==> src/nfdp_pkg.sv <==
// shared types, constants and date helper functions for the nmea fix and date parser
// no dependencies; used by nfdp_date_conv and nmea_fix_and_date_parser_core
package nfdp_pkg;

    localparam int unsigned MAX_LINE = 80;
    localparam int unsigned POS_W    = 7;
    localparam int unsigned HDR_LEN  = 6;
    localparam int unsigned DATE_LEN = 6;

    localparam logic [7:0] CHAR_DOLLAR = 8'h24;
    localparam logic [7:0] CHAR_COMMA  = 8'h2C;
    localparam logic [7:0] CHAR_ZERO   = 8'h30;
    localparam logic [7:0] CHAR_NINE   = 8'h39;
    localparam logic [7:0] LINE_FEED   = 8'h0A;

    localparam logic [3:0] FIX_COMMA   = 4'd6;
    localparam logic [3:0] DATE_COMMA  = 4'd9;
    localparam logic [3:0] COMMA_MAX   = 4'd15;

    localparam logic [11:0] BASE_YEAR     = 12'd2000;
    localparam logic [15:0] DAYS_TO_2000  = 16'd10957;
    localparam logic [15:0] DAYS_PER_YEAR = 16'd365;

    typedef enum logic {
        KIND_GGA = 1'b0,
        KIND_RMC = 1'b1
    } t_kind;

    typedef logic [DATE_LEN-1:0][7:0] t_date_chars;

    typedef struct packed {
        logic        valid;
        logic [4:0]  day;
        logic [3:0]  month;
        logic [11:0] year;
        logic [15:0] days;
    } t_date;

    function automatic logic [7:0] hdr_gga_char(input logic [2:0] pos);
        logic [7:0] c;
        unique case (pos)
            3'd0:    c = 8'h24;
            3'd1:    c = 8'h47;
            3'd2:    c = 8'h50;
            3'd3:    c = 8'h47;
            3'd4:    c = 8'h47;
            3'd5:    c = 8'h41;
            default: c = 8'h00;
        endcase
        return c;
    endfunction

    function automatic logic [7:0] hdr_rmc_char(input logic [2:0] pos);
        logic [7:0] c;
        unique case (pos)
            3'd0:    c = 8'h24;
            3'd1:    c = 8'h47;
            3'd2:    c = 8'h50;
            3'd3:    c = 8'h52;
            3'd4:    c = 8'h4D;
            3'd5:    c = 8'h43;
            default: c = 8'h00;
        endcase
        return c;
    endfunction

    function automatic logic [4:0] month_len(input logic [3:0] m, input logic leap);
        logic [4:0] n;
        unique case (m)
            4'd2:                         n = leap ? 5'd29 : 5'd28;
            4'd4, 4'd6, 4'd9, 4'd11:      n = 5'd30;
            4'd1, 4'd3, 4'd5, 4'd7,
            4'd8, 4'd10, 4'd12:           n = 5'd31;
            default:                      n = 5'd0;
        endcase
        return n;
    endfunction

    // days before the first of month m in a common year
    function automatic logic [8:0] month_start(input logic [3:0] m);
        logic [8:0] n;
        unique case (m)
            4'd1:    n = 9'd0;
            4'd2:    n = 9'd31;
            4'd3:    n = 9'd59;
            4'd4:    n = 9'd90;
            4'd5:    n = 9'd120;
            4'd6:    n = 9'd151;
            4'd7:    n = 9'd181;
            4'd8:    n = 9'd212;
            4'd9:    n = 9'd243;
            4'd10:   n = 9'd273;
            4'd11:   n = 9'd304;
            4'd12:   n = 9'd334;
            default: n = 9'd0;
        endcase
        return n;
    endfunction

    // days from 1970 to the first of year 2000 + yy, valid through 2099
    function automatic logic [15:0] year_days(input logic [6:0] yy);
        logic [15:0] leaps;
        leaps = 16'((8'(yy) + 8'd3) >> 2);
        return DAYS_TO_2000 + 16'(DAYS_PER_YEAR * 16'(yy)) + leaps;
    endfunction

endpackage

==> src/nfdp_date_conv.sv <==
// date field decoder: six captured characters to day, month, year and epoch day count
// depends on nfdp_pkg
module nfdp_date_conv (
    input  nfdp_pkg::t_date_chars i_chars,
    input  logic                  i_full,
    output nfdp_pkg::t_date       o_date
);

    logic        digits_ok;
    logic [6:0]  day;
    logic [6:0]  mon;
    logic [6:0]  yy;
    logic        leap;
    logic [4:0]  lim;
    logic        mon_ok;
    logic        day_ok;
    logic        valid;
    logic [15:0] days;

    always_comb begin
        digits_ok = 1'b1;
        for (int i = 0; i < nfdp_pkg::DATE_LEN; i++) begin
            if (i_chars[i] < nfdp_pkg::CHAR_ZERO || i_chars[i] > nfdp_pkg::CHAR_NINE) begin
                digits_ok = 1'b0;
            end
        end
    end

    assign day  = 7'(7'(i_chars[0][3:0]) * 7'd10) + 7'(i_chars[1][3:0]);
    assign mon  = 7'(7'(i_chars[2][3:0]) * 7'd10) + 7'(i_chars[3][3:0]);
    assign yy   = 7'(7'(i_chars[4][3:0]) * 7'd10) + 7'(i_chars[5][3:0]);
    assign leap = (yy[1:0] == 2'd0);

    assign mon_ok = (mon >= 7'd1) && (mon <= 7'd12);
    assign lim    = nfdp_pkg::month_len(mon[3:0], leap);
    assign day_ok = (day >= 7'd1) && (day <= 7'(lim));
    assign valid  = i_full && digits_ok && mon_ok && day_ok;

    assign days = nfdp_pkg::year_days(yy)
                + 16'(nfdp_pkg::month_start(mon[3:0]))
                + 16'(leap && (mon > 7'd2))
                + 16'(day) - 16'd1;

    always_comb begin
        o_date = '0;
        if (valid) begin
            o_date.valid = 1'b1;
            o_date.day   = day[4:0];
            o_date.month = mon[3:0];
            o_date.year  = nfdp_pkg::BASE_YEAR + 12'(yy);
            o_date.days  = days;
        end
    end

endmodule

==> src/nmea_fix_and_date_parser_core.sv <==
// nmea gga / rmc sentence parser top level: byte parser, date stage and output register
// depends on nfdp_pkg and nfdp_date_conv
//
// usage:
// - s_axis carries one received serial character per transaction in tdata[7:0]
// - a '$' starts a line; a line feed ends it and, for a complete $GPGGA or
//   $GPRMC header, yields one result on m_axis; other bytes yield nothing
// - m_axis tuser holds the sentence kind (0 gga, 1 rmc); tdata holds the
//   fix flag, date valid flag, day, month, year and days since 1 jan 1970
// - a line that reaches 80 characters, or that did not start with '$',
//   gives no result
// - one character is accepted every cycle while s_axis_tready is high; the parser
//   state updates in the accepting cycle, the date is decoded in a second register stage
// - a result moves from the parser into the date stage register, then through the
//   date decoder into the output register that drives m_axis
// - when the receiver stalls, the result waits in the output register and
//   one more result can wait in the date stage; s_axis_tready drops only
//   when both are occupied and the output is not taken
// - reset (i_rst_n low, synchronous) drops any partial line and any
//   pending result
module nmea_fix_and_date_parser_core (
    input  logic        i_clk,
    input  logic        i_rst_n,
    input  logic        s_axis_tvalid,
    output logic        s_axis_tready,
    input  logic [7:0]  s_axis_tdata,   // [7:0] rx_byte
    output logic        m_axis_tvalid,
    input  logic        m_axis_tready,
    output logic [39:0] m_axis_tdata,   // [0] fix_locked, [1] date_valid, [6:2] day_of_month,
                                        // [10:7] month_number, [22:11] full_year,
                                        // [38:23] days_since_epoch, [39] zero
    output logic        m_axis_tuser    // [0] sentence_kind
);

    localparam logic [nfdp_pkg::POS_W-1:0] POS_MAX = nfdp_pkg::POS_W'(nfdp_pkg::MAX_LINE);
    localparam logic [nfdp_pkg::POS_W-1:0] POS_HDR = nfdp_pkg::POS_W'(nfdp_pkg::HDR_LEN);
    localparam logic [2:0] DATE_CNT_FULL = 3'(nfdp_pkg::DATE_LEN);

    // parser state
    logic [nfdp_pkg::POS_W-1:0] r_line_pos, n_line_pos;
    logic                       r_line_active, n_line_active;
    logic                       r_gga_match, n_gga_match;
    logic                       r_rmc_match, n_rmc_match;
    logic [3:0]                 r_comma_cnt, n_comma_cnt;
    logic [7:0]                 r_fix_char, n_fix_char;
    logic                       r_fix_captured, n_fix_captured;
    nfdp_pkg::t_date_chars      r_date_chars, n_date_chars;
    logic [2:0]                 r_date_cnt, n_date_cnt;

    // date stage
    logic                  r_b_valid;
    nfdp_pkg::t_kind       r_b_kind;
    logic                  r_b_fix;
    logic                  r_b_full;
    nfdp_pkg::t_date_chars r_b_chars;

    // output register
    logic            r_out_valid;
    nfdp_pkg::t_kind r_out_kind;
    logic            r_out_fix;
    nfdp_pkg::t_date r_out_date;

    logic            s_accept;
    logic            out_free;
    logic            b_free;
    logic            emit;
    nfdp_pkg::t_kind emit_kind;
    logic            emit_fix;
    nfdp_pkg::t_date date;

    assign out_free      = !r_out_valid || m_axis_tready;
    assign b_free        = !r_b_valid || out_free;
    assign s_axis_tready = b_free;
    assign s_accept      = s_axis_tvalid && b_free;

    always_comb begin
        n_line_pos     = r_line_pos;
        n_line_active  = r_line_active;
        n_gga_match    = r_gga_match;
        n_rmc_match    = r_rmc_match;
        n_comma_cnt    = r_comma_cnt;
        n_fix_char     = r_fix_char;
        n_fix_captured = r_fix_captured;
        n_date_chars   = r_date_chars;
        n_date_cnt     = r_date_cnt;
        emit           = 1'b0;
        emit_kind      = nfdp_pkg::KIND_GGA;
        emit_fix       = 1'b0;
        if (s_accept) begin
            if (s_axis_tdata == nfdp_pkg::CHAR_DOLLAR) begin
                n_line_active  = 1'b1;
                n_line_pos     = nfdp_pkg::POS_W'(1);
                n_gga_match    = 1'b1;
                n_rmc_match    = 1'b1;
                n_comma_cnt    = '0;
                n_fix_char     = '0;
                n_fix_captured = 1'b0;
                n_date_cnt     = '0;
            end else if (r_line_active) begin
                if (r_line_pos >= POS_MAX) begin
                    n_line_active = 1'b0;
                end else begin
                    n_line_pos = r_line_pos + nfdp_pkg::POS_W'(1);
                    if (s_axis_tdata == nfdp_pkg::LINE_FEED) begin
                        n_line_active = 1'b0;
                        if (r_line_pos >= POS_HDR) begin
                            if (r_gga_match) begin
                                emit      = 1'b1;
                                emit_kind = nfdp_pkg::KIND_GGA;
                                emit_fix  = !(r_fix_captured &&
                                              r_fix_char == nfdp_pkg::CHAR_ZERO);
                            end else if (r_rmc_match) begin
                                emit      = 1'b1;
                                emit_kind = nfdp_pkg::KIND_RMC;
                            end
                        end
                    end else begin
                        if (r_line_pos < POS_HDR) begin
                            if (s_axis_tdata != nfdp_pkg::hdr_gga_char(r_line_pos[2:0])) begin
                                n_gga_match = 1'b0;
                            end
                            if (s_axis_tdata != nfdp_pkg::hdr_rmc_char(r_line_pos[2:0])) begin
                                n_rmc_match = 1'b0;
                            end
                        end
                        if (r_comma_cnt == nfdp_pkg::FIX_COMMA && !r_fix_captured) begin
                            n_fix_char     = s_axis_tdata;
                            n_fix_captured = 1'b1;
                        end
                        if (r_comma_cnt == nfdp_pkg::DATE_COMMA && r_date_cnt < DATE_CNT_FULL) begin
                            n_date_chars[r_date_cnt] = s_axis_tdata;
                            n_date_cnt               = r_date_cnt + 3'd1;
                        end
                        if (s_axis_tdata == nfdp_pkg::CHAR_COMMA &&
                            r_comma_cnt < nfdp_pkg::COMMA_MAX) begin
                            n_comma_cnt = r_comma_cnt + 4'd1;
                        end
                    end
                end
            end
        end
    end

    always_ff @(posedge i_clk) begin
        if (!i_rst_n) begin
            r_line_pos     <= '0;
            r_line_active  <= 1'b0;
            r_gga_match    <= 1'b0;
            r_rmc_match    <= 1'b0;
            r_comma_cnt    <= '0;
            r_fix_captured <= 1'b0;
            r_date_cnt     <= '0;
        end else begin
            r_line_pos     <= n_line_pos;
            r_line_active  <= n_line_active;
            r_gga_match    <= n_gga_match;
            r_rmc_match    <= n_rmc_match;
            r_comma_cnt    <= n_comma_cnt;
            r_fix_captured <= n_fix_captured;
            r_date_cnt     <= n_date_cnt;
        end
    end

    always_ff @(posedge i_clk) begin
        r_fix_char   <= n_fix_char;
        r_date_chars <= n_date_chars;
    end

    // date stage
    always_ff @(posedge i_clk) begin
        if (!i_rst_n) begin
            r_b_valid <= 1'b0;
        end else if (emit) begin
            r_b_valid <= 1'b1;
        end else if (out_free) begin
            r_b_valid <= 1'b0;
        end
    end

    always_ff @(posedge i_clk) begin
        if (emit) begin
            r_b_kind  <= emit_kind;
            r_b_fix   <= emit_fix;
            r_b_full  <= (emit_kind == nfdp_pkg::KIND_RMC) && (r_date_cnt == DATE_CNT_FULL);
            r_b_chars <= r_date_chars;
        end
    end

    nfdp_date_conv u_date_conv (
        .i_chars (r_b_chars),
        .i_full  (r_b_full),
        .o_date  (date)
    );

    // output register
    always_ff @(posedge i_clk) begin
        if (!i_rst_n) begin
            r_out_valid <= 1'b0;
        end else if (out_free) begin
            r_out_valid <= r_b_valid;
        end
    end

    always_ff @(posedge i_clk) begin
        if (out_free && r_b_valid) begin
            r_out_kind <= r_b_kind;
            r_out_fix  <= r_b_fix;
            r_out_date <= date;
        end
    end

    assign m_axis_tvalid = r_out_valid;
    assign m_axis_tuser  = r_out_kind;
    assign m_axis_tdata  = {1'b0, r_out_date.days, r_out_date.year, r_out_date.month,
                            r_out_date.day, r_out_date.valid, r_out_fix};

    a_pos_bounded: assert property (@(posedge i_clk) disable iff (!i_rst_n)
        r_line_pos <= POS_MAX)
        else $error("line position beyond maximum");

    a_headers_exclusive: assert property (@(posedge i_clk) disable iff (!i_rst_n)
        (r_line_active && r_line_pos >= 7'd4) |-> !(r_gga_match && r_rmc_match))
        else $error("both headers still match");

    a_gga_no_date: assert property (@(posedge i_clk) disable iff (!i_rst_n)
        (m_axis_tvalid && m_axis_tuser == nfdp_pkg::KIND_GGA) |-> (m_axis_tdata[38:1] == '0))
        else $error("gga result carries date fields");

    a_date_range: assert property (@(posedge i_clk) disable iff (!i_rst_n)
        (m_axis_tvalid && m_axis_tdata[1]) |->
        (m_axis_tdata[6:2] != 5'd0 && m_axis_tdata[10:7] != 4'd0 &&
         m_axis_tdata[10:7] <= 4'd12 && m_axis_tuser == nfdp_pkg::KIND_RMC))
        else $error("valid date out of range");

    a_stall_hold: assert property (@(posedge i_clk) disable iff (!i_rst_n)
        (r_b_valid && !out_free) |=> (r_b_valid && $stable(r_b_chars)))
        else $error("date stage lost while output stalled");

endmodule

==> config.mk <==
export PLATFORM = sky130hd
export DESIGN_NAME = nmea_fix_and_date_parser_core
export DESIGN_NICKNAME = d
export VERILOG_FILES = /design/src/nfdp_pkg.sv /design/src/nfdp_date_conv.sv /design/src/nmea_fix_and_date_parser_core.sv
export SDC_FILE = /design/constraint.sdc
export NUM_CORES = 1
export LEC_CHECK = 0
export BUFFER_PORTS_ARGS = -buffer_cell sky130_fd_sc_hd__buf_2
export CORE_MARGIN = 3
export CORE_UTILIZATION = 62
export CTS_CLUSTER_DIAMETER = 50
export DETAILED_ROUTE_END_ITERATION = 10
export HOLD_SLACK_MARGIN = 0.1
export PLACE_DENSITY = 0.78
export SLEW_MARGIN = 25
export SYNTH_ARGS = -nofsm -noshare
export SYNTH_HDL_FRONTEND = slang
export SYNTH_HIERARCHICAL = 1
export SYNTH_SLANG_ARGS = --single-unit
==> constraint.sdc <==
create_clock -name i_clk -period 7.85 [get_ports i_clk]
set_clock_uncertainty 0.2 [all_clocks]
set_input_delay 0.785 -clock i_clk [delete_from_list [all_inputs] [get_ports i_clk]]
set_output_delay 0.785 -clock i_clk [all_outputs]
set_load 0.05 [all_outputs]
* After elaboration in Yosys (flattened, before gate mapping)
Memory sizes are Yosys's and may differ from the RTL's.
Cells that the tools add are included.
** Storage, ports and cells
- Flip-flop bits (word level) :: 167
- Word-level logic and storage cells :: 238
- Bits of input ports :: 12
- Bits in read-only memories :: 144
- Memories kept :: 1
** Memories
- (no name shown) :: words 16, bits a word 9, rd ports 1, clocked after memory_dff 0, wr ports 0, line nfdp_pkg.sv:82 : unique case (m)
** Operators by class
- $add $sub $neg :: 14
- Mux-type cells :: 81
- Bitwise operators :: 7
- Equality and inequality tests :: 28
- Reductions and logical operators :: 47
- Multiply operators :: 4
- $lt $le $gt $ge :: 24
** Operator list (count)
- 8-bit 2-to-1 mux :: 17
- 48-bit bitwise mux :: 1
- 8-bit by 6-bit > comparator with 1-bit output (second input constant) :: 6
- 8-bit by 6-bit < comparator with 1-bit output (second input constant) :: 6
- 1-bit 2-to-1 mux :: 45
- 7-bit case mux with 6 select lines :: 1
- 38-bit 2-to-1 mux :: 1
- 7-bit case mux with 4 select lines :: 1
- 8-bit demux with 3-bit select :: 1
- 4-bit equality test (second input constant) :: 6
- 8-bit by 6-bit equality test with 1-bit output (second input constant) :: 3
- 7-bit by 4-bit adder with 7-bit output :: 3
- 7-bit 2-to-1 mux :: 3
- 4-bit by 3-bit equality test with 1-bit output (second input constant) :: 5
- 4-bit 2-to-1 mux :: 5
- 4-bit by 3-bit multiplier with 6-bit output (second input constant) :: 3
- 6-bit AND reduction :: 3
- 14-bit by 16-bit adder with 16-bit output (first input constant) :: 1
- 16-bit by 1-bit adder with 16-bit output :: 1
- 16-bit by 14-bit adder with 16-bit output :: 1
- 16-bit by 7-bit adder with 16-bit output :: 1
- 16-bit by 9-bit adder with 16-bit output :: 1
- 9-bit by 7-bit multiplier with 16-bit output (first input constant) :: 1
- 8-bit inequality test :: 2
- other kinds (38) :: 87

* Logic depth before layout (Yosys ltp)
- Depth after elaboration :: 16
- Gate-level depth with buffers :: 26
- Depth with buffers taken out :: 26

* By module
Netlist, hierarchy kept.
** By module, submodules not included
- nmea_fix_and_date_parser_core :: times used 1, area each 6094.6 um^2, cells each 361
- nfdp_date_conv :: times used 1, area each 3754.9 um^2, cells each 452

* Worst setup path before layout
No wires, ideal clock.
- Kind :: reg-to-reg
- Start :: register r_b_chars[33] in the netlist's numbering
- End :: register r_out_date, in the netlist m_axis_tdata[36] (data pin)
- Setup time :: 0.152 ns
- Path buffers :: 0
- Clock period less this slack :: 7.192 ns
- Data arrival time :: 6.840 ns
- Stages on the path, launching flop included :: 25
- Slack :: 0.658 ns
- Path through :: edfxtp_1 -> ha_1 -> ha_1 -> inv_1 -> fa_1 -> nor3b_1 -> xnor2_1 -> ha_1 -> and3_1 -> fa_1 -> inv_1 -> fa_1 -> inv_1 -> fa_1 -> fa_1 -> inv_1 -> fa_1 -> inv_1 -> ha_1 -> o21a_1 -> a311o_1 -> a41o_1 -> nor2_1 -> or4b_2 -> a31oi_1
** On the way
- Word-level cells in the longest chain between the ends :: 9
- Elaborated cells on any way between the ends :: 18
** RTL lines
- from (decl) :: line nmea_fix_and_date_parser_core.sv:55 : nfdp_pkg::t_date_chars r_b_chars;
- from (signal assigned) :: line nmea_fix_and_date_parser_core.sv:185 : r_b_chars <= r_date_chars;
- 4-bit by 3-bit multiplier with 6-bit output :: line nfdp_date_conv.sv:31 : assign yy = 7'(7'(i_chars[4][3:0]) * 7'd10) + 7'(i_chars[5][3:0]);
- 7-bit by 4-bit adder with 7-bit output :: line nfdp_date_conv.sv:31
- 9-bit by 7-bit multiplier with 16-bit output :: line nfdp_pkg.sv:104 : return DAYS_TO_2000 + 16'(DAYS_PER_YEAR * 16'(yy)) + leaps;
- 14-bit by 16-bit adder with 16-bit output :: line nfdp_pkg.sv:104
- 16-bit by 14-bit adder with 16-bit output :: line nfdp_pkg.sv:104
- 16-bit by 9-bit adder with 16-bit output :: line nfdp_date_conv.sv:40 : + 16'(nfdp_pkg::month_start(mon[3:0]))
- 16-bit by 1-bit adder with 16-bit output :: line nfdp_date_conv.sv:41 : + 16'(leap && (mon > 7'd2))
- 16-bit by 7-bit adder with 16-bit output :: line nfdp_date_conv.sv:42 : + 16'(day) - 16'd1;
- 16-bit by 1-bit subtractor with 16-bit output :: line nfdp_date_conv.sv:42
- to (signal assigned) :: line nmea_fix_and_date_parser_core.sv:208 : r_out_date <= date;
- to (decl) :: line nmea_fix_and_date_parser_core.sv:61 : nfdp_pkg::t_date r_out_date;
Parallel ways exist; a longest one is shown, timed or not.
A chain may end at the register's enable or synchronous reset.

* Final worst setup path
- Start :: register r_b_chars[34] in the netlist's numbering
- End :: register r_out_date, in the netlist m_axis_tdata[36] (data pin)
Same word-level chain as after synthesis.

==> impl_summary.txt <==
----------------------------------------------------
[Route]
  Total via count after detailed routing ... 6304
  Average via count per standard cell ... 5.778
  Final ANT Viol Nets ... 0
  Detailed Route Iter0 Violations ... 347
  TritonRoute pass-1 iters ... 5
  Total wire length after detailed routing ... between 15000 and 20000 µm
  Remaining DRCs ... 0
  Routed length per instance ... 17.59 µm

[Placement]
  Placement-stage worst setup slack ... a little under 600 ps
  Number of I/O port buffers ... 53
  Placed Cells ... around 1100
  RePlAce Congestion ... 0.9602
  Placed wire-length estimate ... 14020 µm

[Synthesis]
  Prevailing post-synth register cell ... sky130_fd_sc_hd__edfxtp_1
  Most frequently used cell type in the post-synthesis netlist ... sky130_fd_sc_hd__edfxtp_1
  Total standard cell area after synthesis ... between 9000 and 10000 µm²
  Net Count, Synth ... 972
  Instance count of the mapped netlist ... 813
  Number of flip-flops and latches in the synthesized netlist ... 167
  Warning count from the yosys run ... 6
  Mean instance size in the synthesized netlist ... 12.11 µm²
  Unique masters post-synth ... between 70 and 80
  Number of enable flip-flop cells after synthesis ... 147
  Cell type contributing the most total cell area after synthesis ... sky130_fd_sc_hd__edfxtp_1
  FFs w/ async S/R, synth ... 0%
  Cell types occupying the most area after synthesis ... sky130_fd_sc_hd__edfxtp_1 (45%), sky130_fd_sc_hd__ha_1 (13%), sky130_fd_sc_hd__fa_1 (8.9%)
  Sequential share of the synthesized area ... 48.88%
  Synth top cells by count ... sky130_fd_sc_hd__edfxtp_1 (147), sky130_fd_sc_hd__ha_1 (103), sky130_fd_sc_hd__inv_1 (101)
  Top-area cell type share of the netlist area ... between 40% and 50%

[Power]
  Part of the power in combinational logic ... 1.4%
  Total power per unit cell area ... 167.3 nW/µm²
  Worst IR Drop VDD ... 0.1624 mV
  Lkg Pwr ... 0.004569 µW
  Sw power ... 376.4 µW
  Switching fraction of total power ... 20.59%
  Clock network fraction of total power ... 46.3%
  Internal cell power ... 1451 µW
  Reg power frac ... 52.3%

[Final layout]
  # fillers ... 1034
  Fraction of layout instances using a drive strength above 1 ... 13.41%
  Number of diodes added for antenna fixing ... 0
  Number of nets in the final layout ... around 1000
  Non-filler instance count after layout ... around 1100
  Signed area change from the synthesized netlist to the final layout ... 10.93%

[Clocking]
  # H-tree levels ... 4
  Max Buffers Root-to-Sink ... 2
  Clock tree from TritonCTS ... done
  Buffer count from post-CTS setup fixing ... 0
  Clock transition at the registers of the reported paths ... approximately 60 ps
  Later-pin clock latency in the skew report ... 420 ps
  Post-cts hold buffer count ... 0
  Number of buffers created by CTS ... 17
  Number of gates resized after CTS ... 0
  Library cell used as clock root buffer ... sky130_fd_sc_hd__clkbuf_16
  TritonCTS Sinks ... 167

[Floorplan]
  Die extent in y ... 132.0 µm
  Die width ... 132.0 µm
  Area of the die ... roughly 17000 µm²
  I/O pin count ... 55
  Starting density of the core ... 64.08%
  Placeable core region ... between 15000 and 20000 µm²
  Row Count ... 45

[Worst setup path]
  Slowest stage cell on the critical path ... sky130_fd_sc_hd__xnor2_1
  Family with the most delay on the worst path ... adder cells
  Ordered cell list for the critical path ... ha_1, ha_1, a21oi_1, xnor2_1, ha_1, inv_1, or2_2, xnor2_1, ha_1, inv_1, fa_1, inv_1, fa_1, fa_1, inv_1, fa_1, inv_1, ha_1, o21a_1, a311o_1, a41o_1, nor2_1, or4b_2, a31oi_1
  CP Data Required Time ... 7920 ps
  Crit. End Element ... register
  Reg2Reg Launch Point ... r_b_chars[34]$_DFFE_PP_
  Cell count of the worst reg-to-reg path ... 24
  Endpoint of the worst-slack reg-to-reg timing path ... m_axis_tdata[36]$_DFFE_PP_
  Kind of critical path ... reg -> reg
  Data arrival time of the critical path ... 7420 ps
  Max incr delay on CP ... 680 ps
  Register-to-register setup slack ... 490 ps
  Buffers and inverters on the worst path ... 5
  Startpoint types ... register
  Highest fanout seen on the critical path ... 8

[Timing]
  Relative slew slack ... 42.47%
  Number of failing hold endpoints at the final stage ... 0
  Slew at the pin closest to its max-slew limit ... 859.7 ps
  Fmax ... 135.9 MHz
  Slew Viols, Final ... 0
  Part of the cycle the worst path needs ... roughly 94%
  Post-layout minimum cycle time ... 7358 ps
  Setup TNS ... 0 ps
  Unrepaired setup endpoints after global routing ... false
  Final critical-path setup slack ... 491.7 ps
  Setup violators final ... 0

[Hold path]
  Cell depth of the worst min-delay path ... 0
  Source of the worst hold timing path ... r_date_chars[35]$_DFFE_PP_
  Endpoint of the worst hold path ... r_b_chars[35]$_DFFE_PP_
  Worst hold path class ... reg -> reg

[Run status]
  Run status ... finished, final reports clean

[GRT]
  Initial antenna violation count ... 0
  Total GRT Usage ... a little under a quarter
  First-pass GRT wire length ... 31250 µm
  Total congestion overflow ... 0
  Number of global-route vias before repair ... 6367
  Pin count of the biggest net entering global routing ... 52

[Flow run]
  Max-cap violation count ... 0

----------------------------------------------------
-- metrics by stage --
stage               area, µm²  total power (µW)  utilization, %  hold WS [ps]
detailed placement      10290              1001           66.94         204.5
global route            10930              1881           71.08         222.8
floorplan                9849             989.3               -         200.3
global placement        10280             999.8           66.88         201.4
CTS                     10900              1843           70.90         218.0
finish                  10930              1828           71.08         215.2
-- layer usage --
layer  global-route usage [%]  share of wire [%]
met4                    9.393                3.4
met2                    39.74                 52
met3                    4.618                5.0
met5                        0                  0
met1                    26.93                 40
-- cell families after synthesis --
| kind of cell | share of synthesized area (%) |
|---|---|
| xor+xnor | 3.468 |
| flops | 48.88 |
| other cells | 0.03807 |
| compound gates | 8.575 |
| simple gates | 11.19 |
| fa+ha+maj | 22.03 |
| buf+inv | 5.513 |
| mux | 0.3049 |
-- area by class of cell --
cell class              instances  area (µm²)  share of cell area (%)
clock buffers                  19       442.9                   4.054
clock inverters                13       165.2                   1.512
inverters                     101       379.1                   3.470
multi-input cells             519        4514                   41.32
flip-flops and latches        167        4815                   44.07
well taps                     211       264.0                   2.416
repair buffers                 61       345.3                   3.161
-- cells in the final DEF (no fill, tap or decap), types with 3 or more instances in the layout --
cell / netlist / final
sky130_fd_sc_hd__o21a_1: 6 / 6
sky130_fd_sc_hd__xor2_1: 16 / 16
sky130_fd_sc_hd__nand4_1: 8 / 8
sky130_fd_sc_hd__a21oi_1: 26 / 26
sky130_fd_sc_hd__and2_1: 5 / 5
sky130_fd_sc_hd__ha_1: 103 / 103
sky130_fd_sc_hd__nand4b_1: 4 / 4
sky130_fd_sc_hd__inv_1: 101 / 101
sky130_fd_sc_hd__dfxtp_1: 20 / 20
sky130_fd_sc_hd__edfxtp_1: 147 / 147
sky130_fd_sc_hd__buf_2: 0 / 53
sky130_fd_sc_hd__and3_1: 3 / 3
sky130_fd_sc_hd__a31oi_1: 15 / 15
sky130_fd_sc_hd__nand2_1: 36 / 36
sky130_fd_sc_hd__nor4_1: 9 / 9
sky130_fd_sc_hd__buf_4: 6 / 7
sky130_fd_sc_hd__mux2i_1: 3 / 3
sky130_fd_sc_hd__inv_8: 0 / 3
sky130_fd_sc_hd__nor2_2: 3 / 3
sky130_fd_sc_hd__nor3_2: 0 / 3
sky130_fd_sc_hd__o21ai_0: 27 / 27
sky130_fd_sc_hd__nand3_1: 10 / 10
sky130_fd_sc_hd__nand2b_1: 5 / 5
sky130_fd_sc_hd__nor2b_1: 14 / 13
sky130_fd_sc_hd__a21o_1: 12 / 12
sky130_fd_sc_hd__fa_1: 44 / 44
sky130_fd_sc_hd__nor2_1: 61 / 61
sky130_fd_sc_hd__nor3_1: 21 / 18
sky130_fd_sc_hd__o31ai_1: 6 / 6
sky130_fd_sc_hd__nor3b_1: 4 / 4
sky130_fd_sc_hd__xnor2_1: 23 / 23
sky130_fd_sc_hd__clkbuf_16: 0 / 17
-- worst max path at each step --
| stage | start | to | slack [ps] | cells past startpoint |
|---|---|---|---|---|
| 6_report | r_b_chars[34]$_DFFE_PP_ | m_axis_tdata[36]$_DFFE_PP_ | 490 | 24 |
| 5_1_grt | r_b_chars[34]$_DFFE_PP_ | m_axis_tdata[36]$_DFFE_PP_ | 160 | 24 |
| 4_1_cts | r_b_chars[32]$_DFFE_PP_ | m_axis_tdata[36]$_DFFE_PP_ | 510 | 22 |
| 3_5_place_dp | r_b_chars[32]$_DFFE_PP_ | m_axis_tdata[36]$_DFFE_PP_ | 580 | 22 |
| 3_3_place_gp | r_b_chars[32]$_DFFE_PP_ | m_axis_tdata[36]$_DFFE_PP_ | 800 | 22 |
| 2_1_floorplan | r_b_chars[33]$_DFFE_PP_ | m_axis_tdata[36]$_DFFE_PP_ | 660 | 24 |
-- registers in the layout, indices dropped and copies added (netlist names), 3 cells and up --
| register | count |
|---|---|
| r_date_chars | 48 |
| m_axis_tdata | 38 |
| r_b_chars | 48 |
| r_line_pos | 7 |
| r_fix_char | 8 |
| r_date_cnt | 3 |
| r_comma_cnt | 4 |
-- power groups by stage --
| stage | Sequential [µW] | Clock (µW) | Combinational, µW |
|---|---|---|---|
| 5_1_grt | 955 | 898 | 27.4 |
| 6_report | 956 | 846 | 25.1 |
| 2_1_floorplan | 976 | 0 | 13.7 |
| 3_5_place_dp | 976 | 0 | 25.0 |
| 4_1_cts | 956 | 862 | 25.1 |
| 3_3_place_gp | 975 | 0 | 24.3 |
Note: power is estimated with default switching activity, not from simulation.
